`config.mk`:
```
export PLATFORM = sky130hd
export DESIGN_NAME = r16x_front
export DESIGN_NICKNAME = d
export VERILOG_FILES = /design/src/rtl/core/r16x_pkg.sv /design/src/rtl/core/r16x_front.sv
export SDC_FILE = /design/constraint.sdc
export NUM_CORES = 1
export LEC_CHECK = 0
export CAP_MARGIN = 30
export CORE_MARGIN = 1.5
export CORE_UTILIZATION = 30
export CTS_BUF_LIST = sky130_fd_sc_hd__clkbuf_8
export DETAILED_ROUTE_END_ITERATION = 10
export DONT_BUFFER_PORTS = 1
export PLACE_DENSITY_LB_ADDON = 0.12
export SYNTH_ARGS = -nofsm -noshare
export SYNTH_HDL_FRONTEND = slang
export SYNTH_SLANG_ARGS = --single-unit
```
`constraint.sdc`:
```
create_clock -name clk -period 2.15 [get_ports clk]
set_input_delay 0.43 -clock clk [delete_from_list [all_inputs] [get_ports clk]]
set_output_delay 0.43 -clock clk [all_outputs]
set_load 0.02 [all_outputs]
```
`src/rtl/core/r16x_pkg.sv`:
```
// Shared types and constants for the 16-bit register machine executor.
package r16x_pkg;

  localparam logic [1:0] REQ_WRITE   = 2'd0;
  localparam logic [1:0] REQ_READ    = 2'd1;
  localparam logic [1:0] REQ_EXEC    = 2'd2;
  localparam logic [1:0] REQ_UNKNOWN = 2'd3;

  localparam logic [15:0] PC_WORD    = 16'hFFF0;
  localparam logic [15:0] FAULT_WORD = 16'hFFF1;
  localparam logic [15:0] PORT_WORD  = 16'hFFF2;
  localparam logic [15:0] DSP_TOP    = 16'hFFEF;
  localparam logic [15:0] DSP_LIMIT  = 16'hFBEF;
  localparam logic [15:0] RSP_TOP    = 16'hFBEF;
  localparam logic [15:0] RSP_LIMIT  = 16'hF7EF;

  localparam logic [15:0] FLT_DSP_OVER  = 16'd1;
  localparam logic [15:0] FLT_DSP_UNDER = 16'd2;
  localparam logic [15:0] FLT_RSP_OVER  = 16'd3;
  localparam logic [15:0] FLT_RSP_UNDER = 16'd4;
  localparam logic [15:0] FLT_DIV_ZERO  = 16'd5;

  localparam logic [4:0] OP_LDI  = 5'd1;
  localparam logic [4:0] OP_LOD  = 5'd2;
  localparam logic [4:0] OP_STR  = 5'd3;
  localparam logic [4:0] OP_CALL = 5'd4;
  localparam logic [4:0] OP_RET  = 5'd5;
  localparam logic [4:0] OP_PUSH = 5'd6;
  localparam logic [4:0] OP_POP  = 5'd7;
  localparam logic [4:0] OP_MOV  = 5'd8;
  localparam logic [4:0] OP_ADD  = 5'd9;
  localparam logic [4:0] OP_SUB  = 5'd10;
  localparam logic [4:0] OP_MUL  = 5'd11;
  localparam logic [4:0] OP_DIV  = 5'd12;
  localparam logic [4:0] OP_MOD  = 5'd13;
  localparam logic [4:0] OP_INC  = 5'd14;
  localparam logic [4:0] OP_DEC  = 5'd15;
  localparam logic [4:0] OP_SHL  = 5'd16;
  localparam logic [4:0] OP_SHR  = 5'd17;
  localparam logic [4:0] OP_AND  = 5'd18;
  localparam logic [4:0] OP_NAND = 5'd19;
  localparam logic [4:0] OP_OR   = 5'd20;
  localparam logic [4:0] OP_NOR  = 5'd21;
  localparam logic [4:0] OP_XOR  = 5'd22;
  localparam logic [4:0] OP_CMP  = 5'd23;
  localparam logic [4:0] OP_JMP  = 5'd24;
  localparam logic [4:0] OP_BZ   = 5'd25;
  localparam logic [4:0] OP_BNS  = 5'd28;
  localparam logic [4:0] OP_HALT = 5'd31;

  typedef struct packed {
    logic [1:0]  req_type;
    logic [15:0] mem_address;
    logic [15:0] write_word;
  } req_t;

  typedef struct packed {
    logic [15:0] read_word;
    logic [15:0] next_pc;
    logic        halted;
    logic        port_valid;
    logic [15:0] port_value;
  } rsp_t;

endpackage

```
`src/rtl/core/r16x_front.sv`:
```
// Request front end: two-entry input queue that accepts and holds transactions.
module r16x_front import r16x_pkg::*; (
  input  logic clk,
  input  logic rst,
  input  logic push,
  output logic full,
  input  logic [1:0]  req_type,
  input  logic [15:0] mem_address,
  input  logic [15:0] write_word,
  output logic  q_valid,
  output req_t  q_data,
  input  logic  q_take
);

  req_t        slot [2];
  logic        wr_ptr, rd_ptr;
  logic [1:0]  count;
  logic        do_push, do_pop;

  assign full    = (count == 2'd2);
  assign q_valid = (count != 2'd0);
  assign q_data  = slot[rd_ptr];
  assign do_push = push && !full;
  assign do_pop  = q_take && q_valid;

  always_ff @(posedge clk) begin
    if (rst) begin
      wr_ptr <= 1'b0;
      rd_ptr <= 1'b0;
      count  <= 2'd0;
    end else begin
      if (do_push) wr_ptr <= ~wr_ptr;
      if (do_pop) rd_ptr <= ~rd_ptr;
      count <= count + {1'b0, do_push} - {1'b0, do_pop};
    end
  end

  always_ff @(posedge clk) begin
    if (do_push) begin
      // unknown request types fold into a no-op with type kept
      slot[wr_ptr].req_type    <= req_type;
      slot[wr_ptr].mem_address <= mem_address;
      slot[wr_ptr].write_word  <= write_word;
    end
  end

endmodule

```
Word level (Yosys, flattened, before mapping)
Memory sizes are Yosys's and may differ from the RTL's. A register that Yosys moved wholly into a read port is not among the register bits.
Index checks and enable logic that the tools add are counted.
Operators by class
  $add $sub $neg: 2
  equality and inequality tests: 1
  multiplexer cells: 4
  bitwise operators: 2
  reduce and logical (&&, ||, !) cells: 4
Operator list (number)
  two-way mux 1 bit: 4
  adder 2 x 1 -> 2 bit: 1
  equality test 2 bit (second input constant): 1
  logical AND 1 bit: 2
  NOT 1 bit: 2
  nonzero test 2 bit: 1
  subtractor 2 x 1 -> 2 bit: 1
  logical NOT 1 bit: 1
Word-level totals
  register bits after elaboration: 4
  bits in writable memories: 68
  bits of input ports: 38
  output and inout port bits: 36
  logic and storage cells: 17
  memories kept: 1
Memory list
  slot: words 2, width 34, rd ports 1, clocked after Yosys merged registers in 1, wr ports 1, RTL line r16x_front.sv:15  | req_t slot [2];

Depth between registers and ports, before layout
Gate-level depths: netlist of the first run.
  depth after elaboration: 5
  depth in mapped cells: 8
  depth with buffers taken out: 8

Least setup slack after synthesis of the first run
OpenSTA, ideal clock, no wires.
  path kind: reg2reg
  start: register count[0]
  end: memory slot[0][0] in the netlist's numbering, enable pin
  library setup time: 389 ps
  arrival: 1552 ps
  data required time: 1761 ps
  slack: 209 ps
  stages on the path, launching flop included: 5
  buffers on the path: 0
  period minus slack after synthesis: 1941 ps
  cells stage by stage: dfxtp_1 > nand2b_2 > inv_2 > or3_1 > inv_1
Between the ends
  longest elaborated chain between the ends: 5
Ends and longest elaborated chain
  start: declaration: RTL line r16x_front.sv:17  | logic [1:0] count;
  start signal: assignment: RTL line r16x_front.sv:34  | count <= count + {1'b0, do_push} - {1'b0, do_pop};
  equality test 2 bit: RTL line r16x_front.sv:20  | assign full = (count == 2'd2);
  named net full: RTL line r16x_front.sv:6  | output logic full,
  logical NOT 1 bit: RTL line r16x_front.sv:23  | assign do_push = push && !full;
  logical AND 1 bit: RTL line r16x_front.sv:23
  two-way mux 1 bit: RTL line r16x_front.sv:39  | if (do_push) begin
  two-way mux 1 bit (not written as such): RTL line r16x_front.sv:43  | slot[wr_ptr].write_word <= write_word;
  end: declaration: RTL line r16x_front.sv:15
The timed path passes the listed nets, and every way through them passes these cells.

==> metrics.md, run 1 <==
| Metric | Value |
|---|---|
| Post-layout net count | `182` |
| Die H | `97.5 µm` |
| Setup Buffers After CTS | `0` |
| Share of layout cells above drive strength 1 | `0.361` |
| Vias in the first global route | `1271` |
| DR DRC count | `0` |
| Initial Util | `0.309` |
| FMAX | `slightly above 500 MHz` |
| Max-slew headroom | `0.761` |
| Worst-Skew Late Latency | `0.33 ns` |
| Num rows | `34` |
| CORE AREA | `8680 µm²` |
| FF-to-FF End | `slot[0][0]` |
| Worst slew pin tran | `0.358 ns` |
| Power Density | `1190 nW/µm²` |
| #FFs+latches synth | `73` |
| Static leakage | `0.997 nW` |
| Period minus WS final | `1.95 ns` |
| Hold_ws | `0.171 ns` |
| Clock buffer depth | `2` |
| Yosys warns | `0` |
| CP Capture Type | `primary output` |
| Tot GR Track Use | `0.0994` |
| Layout Cells excl Fill | `255` |
| PortBufs | `0` |
| Max Slew Vio Count | `0` |
| Total number of vias | `1168` |
| Placed Cells incl. Taps | `roughly 240` |
| Sequential share of the synthesized area | `0.800` |
| Post-synth EDFFs | `68` |
| CTS clk-pin slew, worst paths | `0.06 ns` |
| Total CTS buffers | `9` |
| Global-route wire length before repair | `6920 µm` |
| I/O pin count | `74` |
| Syn_nets | `172` |
| Footprint of the multi-input gates | `502 µm²` |
| # setup viols final | `0` |
| Distinct cells, synth | `19` |
| Met2 wire length | `2360 µm` |
| Full die area | `9510 µm²` |
| CTS tree | `built` |
| Hpwl dp | `approximately 3000 µm` |
| Vias/cell | `4.58` |
| Initial DRC count | `36` |
| Grt ovf | `0` |
| Final total power | `3.57 mW` |
| Met1 Wirelength | `between 1500 and 2000 µm` |
| Crit start category | `register` |
| Main synth FF type | `edfxtp_1` |
| CTS Hold Bufs | `0` |
| Hold Path Class | `input pin to register` |
| Pre-antenna DRT Iters | `4` |
| R2R Path Start | `count[0]` |
| WL met3 | `399 µm` |
| Routed WL per cell | `around 18 µm` |
| Fin crit share | `0.907` |
| CP Capture Point | `q_data[33]` |
| Highest routed layer | `met4` |
| Max cap viols | `0` |
| Worst EP required | `~1.7 ns` |
| Pin count of the biggest net entering global routing | `35` |
| WS Path Type | `register to primary output` |
| Die W | `approximately 97 µm` |
| Clock sink total | `73` |
| Routed WL | `4490 µm` |
| Synth Area per Inst | `20.3 µm²` |
| Area Growth Syn to Fin | `12.4%` |
| Status | `completed` |
| ANT nets after route | `0` |
| R2r setup slk | `0.57 ns` |
| CTS H-Tree Depth | `3` |
| RSZ-0062 raised after global routing | `no` |
| Antenna violations before repair | `0` |
| Setup TNS Final | `0 ns` |
| Post-synthesis cell area | `2680 µm²` |
| Cell count after synthesis | `132` |
| Final hold violations | `0` |
| Peak fanout along the critical path | `22` |
| Reg area | `about 2100 µm²` |
| Post-CTS sizing | `0` |
| FF-to-FF path depth | `5` |
| CTS Root Cell | `clkbuf_8` |
| Routability cong. | `0.668` |
| Arr. time, crit path | `about 1.5 ns` |
| Antenna Cells | `0` |
| Asr flop ratio synth | `0` |
| Worst vdd ir | `a little under 0.6 mV` |
| Fill cell count | `around 830` |
| Clk_skew | `approximately 0.0085 ns` |
[report_power, final]
group | internal (mW) | switching, mW
Combinational | 0.328 | 0.548
Clock | 0.396 | 0.449
Sequential | 1.77 | 0.0849
[registers in the layout (all words and copies together), names as in the netlist, named ones only]
register and flops:
slot 68, rd_ptr 1, count 2, wr_ptr 1
[cells by family after synthesis]
family | count (synthesis) | synth area share
flops | 73 | 0.800
mux | 34 | 0.143
simple gates | 9 | 0.0187
buf+inv | 8 | 0.0131
compound gates | 3 | 0.00654
xor+xnor | 3 | 0.00981
fa+ha+maj | 2 | 0.00934
[synthesized netlist by cell type, drive strengths merged, types with 2 or more instances]
| master | instances | area [µm²] |
|---|---|---|
| buf | 4 | 20.0 |
| mux2 | 34 | 383 |
| xnor2 | 2 | 17.5 |
| ha | 2 | 25.0 |
| edfxtp | 68 | 2040 |
| inv | 4 | 15.0 |
| nor2 | 3 | 11.3 |
| dfxtp | 5 | 100 |
[layer usage]
| metal | vias to the layer above | track usage |
|---|---|---|
| met5 | - | 0 |
| met4 | 0 | 0.0527 |
| met3 | 6 | 0.0554 |
| met2 | 41 | 0.164 |
| met1 | 596 | 0.0997 |
| li1 | 525 | - |
[worst min-delay path by stage]
| stage | start | cells past startpoint | endpoint | slack (ns) |
|---|---|---|---|---|
| after floorplan | wr_ptr | 2 | wr_ptr | 0.45 |
| after global placement | wr_ptr | 2 | wr_ptr | 0.46 |
| after detailed placement | wr_ptr | 2 | wr_ptr | 0.48 |
| after CTS | rst | 1 | rd_ptr | 0.15 |
| after global routing | rst | 1 | rd_ptr | 0.14 |
| final | rst | 1 | wr_ptr | 0.17 |
[final cells by class]
class                      instances  share of cell area
timing repair buffer               3              0.0200
sequential                        73               0.712
multi-input combinational         51               0.167
clock buffer                       9              0.0411
inverter                           4             0.00499
clock inverter                     7              0.0104
tap                              108              0.0449
[worst max-delay path, cell delays in order, from the launching register on]
cell	delay (ns)
dfxtp_2	0.55
buf_12	0.22
mux2_2	0.42
[stage by stage]
step	cell area [µm²]	util	setup slack, ns
CTS	3010	0.347	0.155
global placement	2860	0.329	0.558
finish	3010	0.347	0.200
detailed placement	2860	0.329	0.519
global route	3010	0.347	0.108
floorplan	2680	-	0.209
[layout by cell type, fill, tap and decap left out, types with 2 or more instances in the layout]
cell type / netlist / routed
buf_12: 0 / 3
mux2_2: 34 / 34
xnor2_1: 2 / 2
clkbuf_8: 0 / 9
dfxtp_1: 5 / 4
inv_1: 3 / 6
edfxtp_1: 68 / 68
clkinv_1: 0 / 2
nor2_1: 3 / 3
ha_1: 2 / 2
(Power assumes the default switching activity.)
==> run 2: changes to the inputs <==
CORE_UTILIZATION = 45   (was 30)
==> metrics.md, run 2 (synthesis results as in run 1) <==
| Metric | Value |
|---|---|
| Status | `completed (unchanged)` |
| R2R Path Start | `count[0] (unchanged)` |
| CP Cell Sequence | `buf_4, mux2_2 (was buf_12, mux2_2)` |
| Max cap viols | `0 (unchanged)` |
| Setup Buffers After CTS | `0 (unchanged)` |
| Crit start category | `register (unchanged)` |
| CP bufs+invs | `1 (unchanged)` |
| Largest registers in the final layout | `slot: 68 flops, count: 2 flops (unchanged)` |
| Area Growth Syn to Fin | `11.2% (was 12.4%)` |
| Hold path depth | `1 (unchanged)` |
| # setup viols final | `0 (unchanged)` |
| Die W | `80.2 µm (was 97.5 µm)` |
| Worst slew pin tran | `0.281 ns (was 0.358 ns)` |
| Fill cell count | `467 (was 832)` |
| Most common cell after layout, fill and taps aside | `edfxtp_1 (unchanged)` |
| Peak fanout along the critical path | `17 (was 22)` |
| Post-layout net count | `183 (was 182)` |
| CP peak stage delay | `0.43 ns (was 0.55 ns)` |
| Worst vdd ir | `0.657 mV (was 0.597 mV)` |
| Worst EP required | `1.72 ns (about the same)` |
| Routability cong. | `0.732 (was 0.668)` |
| Share of layout cells above drive strength 1 | `0.367 (was 0.361)` |
| Max reg flops | `68 (unchanged)` |
| WS Path Type | `register to primary output (unchanged)` |
| Worst-Skew Late Latency | `0.32 ns (was 0.33 ns)` |
| Max Slew Vio Count | `0 (unchanged)` |
| CTS H-Tree Depth | `3 (unchanged)` |
| Clock buffer depth | `2 (unchanged)` |
| Total number of vias | `1116 (was 1168)` |
| CP Capture Type | `primary output (unchanged)` |
| Pin count of the biggest net entering global routing | `30 (was 35)` |
| Power Density | `1220 nW/µm² (was 1190 nW/µm²)` |
| DR DRC count | `0 (unchanged)` |
| Final total power | `3.63 mW (was 3.57 mW)` |
| Fin crit share | `0.820 (was 0.907)` |
| Antenna violations before repair | `0 (unchanged)` |
| Final design utilization | `0.531 (was 0.347)` |
| I/O pin count | `74 (unchanged)` |
| Endpoint, Worst Hold | `count[0] (was wr_ptr)` |
| RSZ-0062 raised after global routing | `no (unchanged)` |
| Clk_skew | `0.00430 ns (was 0.00847 ns)` |
| PortBufs | `0 (unchanged)` |
| Static leakage | `1.01 nW (was 0.997 nW)` |
| Crit path max-delay family | `multiplexers (was flip-flops)` |
| Max-slew headroom | `0.812 (was 0.761)` |
| Slowest stage cell, crit path | `mux2_2 (was dfxtp_2)` |
| Total CTS buffers | `9 (unchanged)` |
| Global-route wire length before repair | `5850 µm (was 6920 µm)` |
| Routed WL per cell | `17.7 µm (was 17.6 µm)` |
| FF-to-FF path depth | `5 (unchanged)` |
| Clock sink total | `73 (unchanged)` |
| Tot GR Track Use | `0.131 (was 0.0994)` |
| Commonest non-fill, non-tap cells in the layout | `68 x edfxtp_1, 34 x mux2_2, 9 x clkbuf_8, 5 x dfxtp_1, 4 x inv_1 (was 68 x edfxtp_1, 34 x mux2_2, 9 x clkbuf_8, 6 x inv_1, 4 x dfxtp_1)` |
| Hold Startpoint | `rst (unchanged)` |
| Die H | `80.2 µm (was 97.5 µm)` |
| Antenna Cells | `0 (unchanged)` |
| Hpwl dp | `2630 µm (was 2980 µm)` |
| Routed WL | `3870 µm (was 4490 µm)` |
| Period minus WS final | `1.76 ns (was 1.95 ns)` |
| CTS Root Cell | `clkbuf_8 (unchanged)` |
| Arr. time, crit path | `1.33 ns (was 1.52 ns)` |
| Num rows | `27 (was 34)` |
| Initial DRC count | `42 (was 36)` |
| CTS Hold Bufs | `0 (unchanged)` |
| Post-CTS sizing | `0 (unchanged)` |
| Full die area | `6420 µm² (was 9510 µm²)` |
| ANT nets after route | `0 (unchanged)` |
| Vias in the first global route | `1230 (was 1271)` |
| Grt ovf | `0 (unchanged)` |
| R2r setup slk | `0.41 ns (was 0.57 ns)` |
| Initial Util | `0.478 (was 0.309)` |
| CTS clk-pin slew, worst paths | `0.07 ns (was 0.06 ns)` |
| Placed Cells incl. Taps | `204 (was 239)` |
| CTS tree | `built (unchanged)` |
| FMAX | `567 MHz (was 513 MHz)` |
| Vias/cell | `5.10 (was 4.58)` |
| Setup TNS Final | `0 ns (unchanged)` |
| Final hold violations | `0 (unchanged)` |
| Largest reg by FF count | `slot (unchanged)` |
| FF-to-FF End | `slot[0][33] (was slot[0][0])` |
| Hold Path Class | `input pin to register (unchanged)` |
| CORE AREA | `5610 µm² (was 8680 µm²)` |
| Pre-antenna DRT Iters | `4 (unchanged)` |
| Layout Cells excl Fill | `219 (was 255)` |
run 2: cell types whose count changed in the layout (fill, tap and decap cells not counted), sizes merged:
| cell | before | now |
|---|---|---|
| inv | 7 | 5 |
| bufinv | 0 | 1 |
| clkinv | 3 | 4 |
| clkinvlp | 1 | 0 |
| buf | 3 | 4 |
run 2: report_power, final:
part	internal (mW)	total [mW]	switching (mW)
registers	1.77	1.82	0.0526
logic	0.318	0.880	0.562
clock network	0.513	0.936	0.423
total	2.60	3.63	1.04
run 2: through the flow:
| step | hold slack, ns | cell area, µm² | worst slack [ns] |
|---|---|---|---|
| floorplan | 0.451 | 2680 | 0.209 |
| global placement | 0.473 | 2800 | 0.481 |
| detailed placement | 0.506 | 2800 | 0.403 |
| CTS | 0.158 | 2980 | 0.357 |
| global route | 0.150 | 2980 | 0.275 |
| finish | 0.173 | 2980 | 0.387 |
run 2: worst max-delay path by stage:
stage | start | to | cells past startpoint | slack, ns
floorplan | count[0] | slot[0][0] | 4 | 0.21
global placement | count[0] | slot[0][17] | 5 | 0.48
detailed placement | count[0] | slot[0][14] | 5 | 0.40
CTS | register | q_data[4] | 2 | 0.36
global route | count[0] | slot[0][13] | 5 | 0.27
finish | register | q_data[30] | 2 | 0.39
run 2: area by class of cell:
class                      instances  area, µm²  share of cell area
tap                               72       90.1              0.0302
clock inverter                     6       51.3              0.0172
clock buffer                       9        124              0.0416
inverter                           4       15.0             0.00504
sequential                        73       2140               0.719
multi-input combinational         51        502               0.168
timing repair buffer               4       55.1              0.0185
run 2: per-layer routing:
| layer | up-vias | part of all wire | global-route usage |
|---|---|---|---|
| li1 | 522 | - | - |
| met2 | 44 | 0.55 | 0.229 |
| met4 | 0 | 0.010 | 0.0690 |
| met5 | - | 0 | 0 |
| met3 | 4 | 0.10 | 0.0716 |
| met1 | 546 | 0.34 | 0.119 |
==> run 3: changes to the inputs <==
ABC_AREA = 1   (was not set)
clock period = 1.5 ns   (was 2.15 ns; I/O delays follow)
==> metrics.md, run 3 <==
| Metric | Value |
|---|---|
| Status | `complete, but fails checks (was completed)` |
| Failing checks | `negative setup slack` |
| Num rows | `28 (was 27)` |
| Max cap viols | `0 (unchanged)` |
| Tot GR Track Use | `0.140 (was 0.131)` |
| Total number of vias | `1255 (was 1116)` |
| Largest reg by FF count | `slot (unchanged)` |
| CTS tree | `built (unchanged)` |
| Pin count of the biggest net entering global routing | `21 (was 30)` |
| Post-synthesis cell area | `2860 µm² (was 2680 µm²)` |
| RSZ-0062 raised after global routing | `yes (was no)` |
| Total CTS buffers | `9 (unchanged)` |
| Max-slew headroom | `0.832 (was 0.812)` |
| CTS Hold Bufs | `0 (unchanged)` |
| Largest area contributor in the netlist | `edfxtp_1 (unchanged)` |
| CTS H-Tree Depth | `3 (unchanged)` |
| WS Path Type | `register to primary output (unchanged)` |
| Post-synth top area share | `0.715 (was 0.762)` |
| Worst vdd ir | `0.863 mV (was 0.657 mV)` |
| Final WS setup | `-0.0827 ns (was 0.387 ns)` |
| Worst slack at placement | `-0.0872 ns (was 0.403 ns)` |
| Most common cell after layout, fill and taps aside | `edfxtp_1 (unchanged)` |
| Global-route wire length before repair | `6490 µm (was 5850 µm)` |
| Full die area | `6830 µm² (was 6420 µm²)` |
| Max reg flops | `68 (unchanged)` |
| # setup viols final | `34 (was 0)` |
| Distinct cells, synth | `12 (was 19)` |
| Final hold violations | `0 (unchanged)` |
| Commonest non-fill, non-tap cells in the layout | `68 x edfxtp_1, 34 x mux2_4, 9 x clkbuf_8, 7 x inv_1 (was 68 x edfxtp_1, 34 x mux2_2, 9 x clkbuf_8, 5 x dfxtp_1, 4 x inv_1)` |
| Hpwl dp | `3050 µm (was 2630 µm)` |
| Synth Area per Inst | `19.8 µm² (was 20.3 µm²)` |
| Antenna violations before repair | `0 (unchanged)` |
| Post-synth EDFFs | `68 (unchanged)` |
| Vias in the first global route | `1314 (was 1230)` |
| Clock sink total | `73 (unchanged)` |
| Pre-antenna DRT Iters | `4 (unchanged)` |
| Largest registers in the final layout | `slot: 68 flops, count: 2 flops (unchanged)` |
| Share of layout cells above drive strength 1 | `0.434 (was 0.367)` |
| Top post-synthesis cells by area | `edfxtp_1 71%, mux2_4 16%, dfxtp_1 3.5% (was edfxtp_1 76%, mux2_2 14%, dfxtp_1 3.7%)` |
| Post-layout net count | `201 (was 183)` |
| Logic gate share of total power | `0.313 (was 0.242)` |
| Clk_skew | `0.00880 ns (was 0.00430 ns)` |
| Yosys warns | `0 (unchanged)` |
| Asr flop ratio synth | `0 (unchanged)` |
| Grt ovf | `0 (unchanged)` |
| Clock buffer depth | `2 (unchanged)` |
| Top-count cell post-synth | `edfxtp_1 (unchanged)` |
| Routed WL | `4500 µm (was 3870 µm)` |
| Crit start category | `register (unchanged)` |
| CORE AREA | `6030 µm² (was 5610 µm²)` |
| Max Slew Vio Count | `0 (unchanged)` |
| Period minus WS final | `roughly 1.6 ns` |
| Routability cong. | `0.691 (was 0.732)` |
| Die H | `82.7 µm (was 80.2 µm)` |
| Synth cell count leaders | `68 x edfxtp_1, 30 x mux2_4, 9 x inv_1, 9 x nor2_1, 8 x nand2_1 (was 68 x edfxtp_1, 34 x mux2_2, 5 x dfxtp_1)` |
| #FFs+latches synth | `73 (unchanged)` |
| Initial Util | `0.474 (was 0.478)` |
| Fill cell count | `483 (was 467)` |
| CTS clk-pin slew, worst paths | `0.07 ns (about the same)` |
| Worst-Skew Late Latency | `0.33 ns (was 0.32 ns)` |
| FMAX | `about 630 MHz` |
| Fin crit share | `1.06` |
| ANT nets after route | `0 (unchanged)` |
| Syn_nets | `184 (was 172)` |
| Final total power | `5.79 mW (was 3.63 mW)` |
| Main synth FF type | `edfxtp_1 (unchanged)` |
| CP Capture Type | `primary output (unchanged)` |
| Cell count after synthesis | `144 (was 132)` |
| Arr. time, crit path | `1.28 ns (was 1.33 ns)` |
| Clock power share | `0.214 (was 0.257)` |
| Antenna Cells | `0 (unchanged)` |
| Area Growth Syn to Fin | `14.8% (was 11.2%)` |
| I/O pin count | `74 (unchanged)` |
| Seq pwr share | `0.473 (was 0.500)` |
| P_sw | `1.81 mW (was 1.04 mW)` |
| Peak fanout along the critical path | `13 (was 17)` |
| CTS Root Cell | `clkbuf_8 (unchanged)` |
| Initial DRC count | `43 (was 42)` |
| DR DRC count | `0 (unchanged)` |
| Hold Path Class | `input pin to register (unchanged)` |
| Worst slew pin tran | `0.251 ns (was 0.281 ns)` |
| Routed WL per cell | `18.7 µm (was 17.7 µm)` |
| Sequential share of the synthesized area | `0.750 (was 0.800)` |
| Die W | `82.7 µm (was 80.2 µm)` |
| Switching part of the total power | `0.312 (was 0.285)` |
| Worst EP required | `1.20 ns (was 1.72 ns)` |
| PortBufs | `0 (unchanged)` |
| Static leakage | `1.19 nW (was 1.01 nW)` |
| Vias/cell | `5.21 (was 5.10)` |
| Power Density | `1770 nW/µm² (was 1220 nW/µm²)` |
| P_int | `3.99 mW (was 2.60 mW)` |
[run 3: cell types whose count changed in the layout (fill, tap and decap cells not counted), moves of 2 or more]
cell | previous run | this run
nand2_2 | 0 | 3
dfxtp_1 | 5 | 2
nand2_1 | 1 | 5
inv_1 | 4 | 7
mux2_4 | 0 | 34
mux2_2 | 34 | 0
dfxtp_4 | 0 | 2
xnor2_1 | 2 | 0
nand3_1 | 0 | 3
buf_12 | 2 | 6
nor2_4 | 0 | 2
nor2_1 | 3 | 6
clkinvlp_4 | 0 | 2
[run 3: cell families (layout without fill, tap and decap cells)]
logic type	Yosys count	in the layout	share of synthesized area
multiplexers	34	34	0.173
buffers and inverters	13	35	0.0368
AO/OA/AOI/OAI	2	2	0.00350
adder cells (fa/ha/maj)	2	2	0.00876
flip-flops	73	73	0.750
AND/OR/NAND/NOR	20	20	0.0276
[run 3: worst max-delay path, cell delays in order (launching register included)]
cell and delay (ns):
dfxtp_4 0.42, buf_12 0.18, mux2_4 0.35
[run 3: final timing paths]
| kind | start | slack (ns) | depth (start not counted) | endpoint |
|---|---|---|---|---|
| worst min register to register | rd_ptr | 0.54 | 2 | rd_ptr |
| worst min-delay path | rst | 0.02 | 1 | count[0] |
| worst max-delay path | register | -0.08 | 2 | q_data[8] |
| worst max register to register | count[0] | 0.05 | 11 | count[1] |
[run 3: per-layer routing]
layer | GRT usage | part of all wire | routed length, µm | vias up
li1 | - | - | - | 573
met1 | 0.143 | 0.36 | 1630 | 612
met2 | 0.238 | 0.52 | 2330 | 59
met3 | 0.0549 | 0.10 | 458 | 11
met4 | 0.0883 | 0.019 | 85 | 0
met5 | 0 | 0 | 0 | -
[run 3: repair_timing]
item / in CTS / in global routing
resized for setup: 8 / 10
endpoints found under the hold margin: 0 / 0
cloned: 1 / 0
pin swaps: 1 / 1
setup buffers: 1 / 2
endpoints found under the setup margin: 35 / 35
[run 3: layout make-up]
cell class / instances / area [µm²] / share of cell area
sequential: 73 / 2150 / 0.656
clock inverter: 7 / 38.8 / 0.0118
clock buffer: 9 / 124 / 0.0378
multi-input combinational: 58 / 666 / 0.203
inverter: 9 / 37.5 / 0.0114
tap: 75 / 93.8 / 0.0286
timing repair buffer: 10 / 170 / 0.0519
[run 3: metrics by stage]
stage          cell area, µm²  hold WS, ns  instances  setup TNS [ns]  utilization
3_5_place_dp             3020        0.376        221         -0.0872        0.501
6_report                 3280       0.0185        241           -2.45        0.544
5_1_grt                  3280       0.0162        241           -3.72        0.544
4_1_cts                  3240      0.00432        239           -3.15        0.537
3_3_place_gp             3020        0.372        221               0        0.501
2_1_floorplan            2870        0.371        144               0            -
[run 3: power groups by stage]
| stage | clock (mW) | sequential (mW) | combinational, mW |
|---|---|---|---|
| after floorplan | 0 | 2.70 | 1.41 |
| after global placement | 0 | 2.71 | 1.60 |
| after detailed placement | 0 | 2.74 | 1.65 |
| after CTS | 1.28 | 2.71 | 1.74 |
| after global routing | 1.37 | 2.76 | 1.95 |
| final | 1.24 | 2.74 | 1.81 |
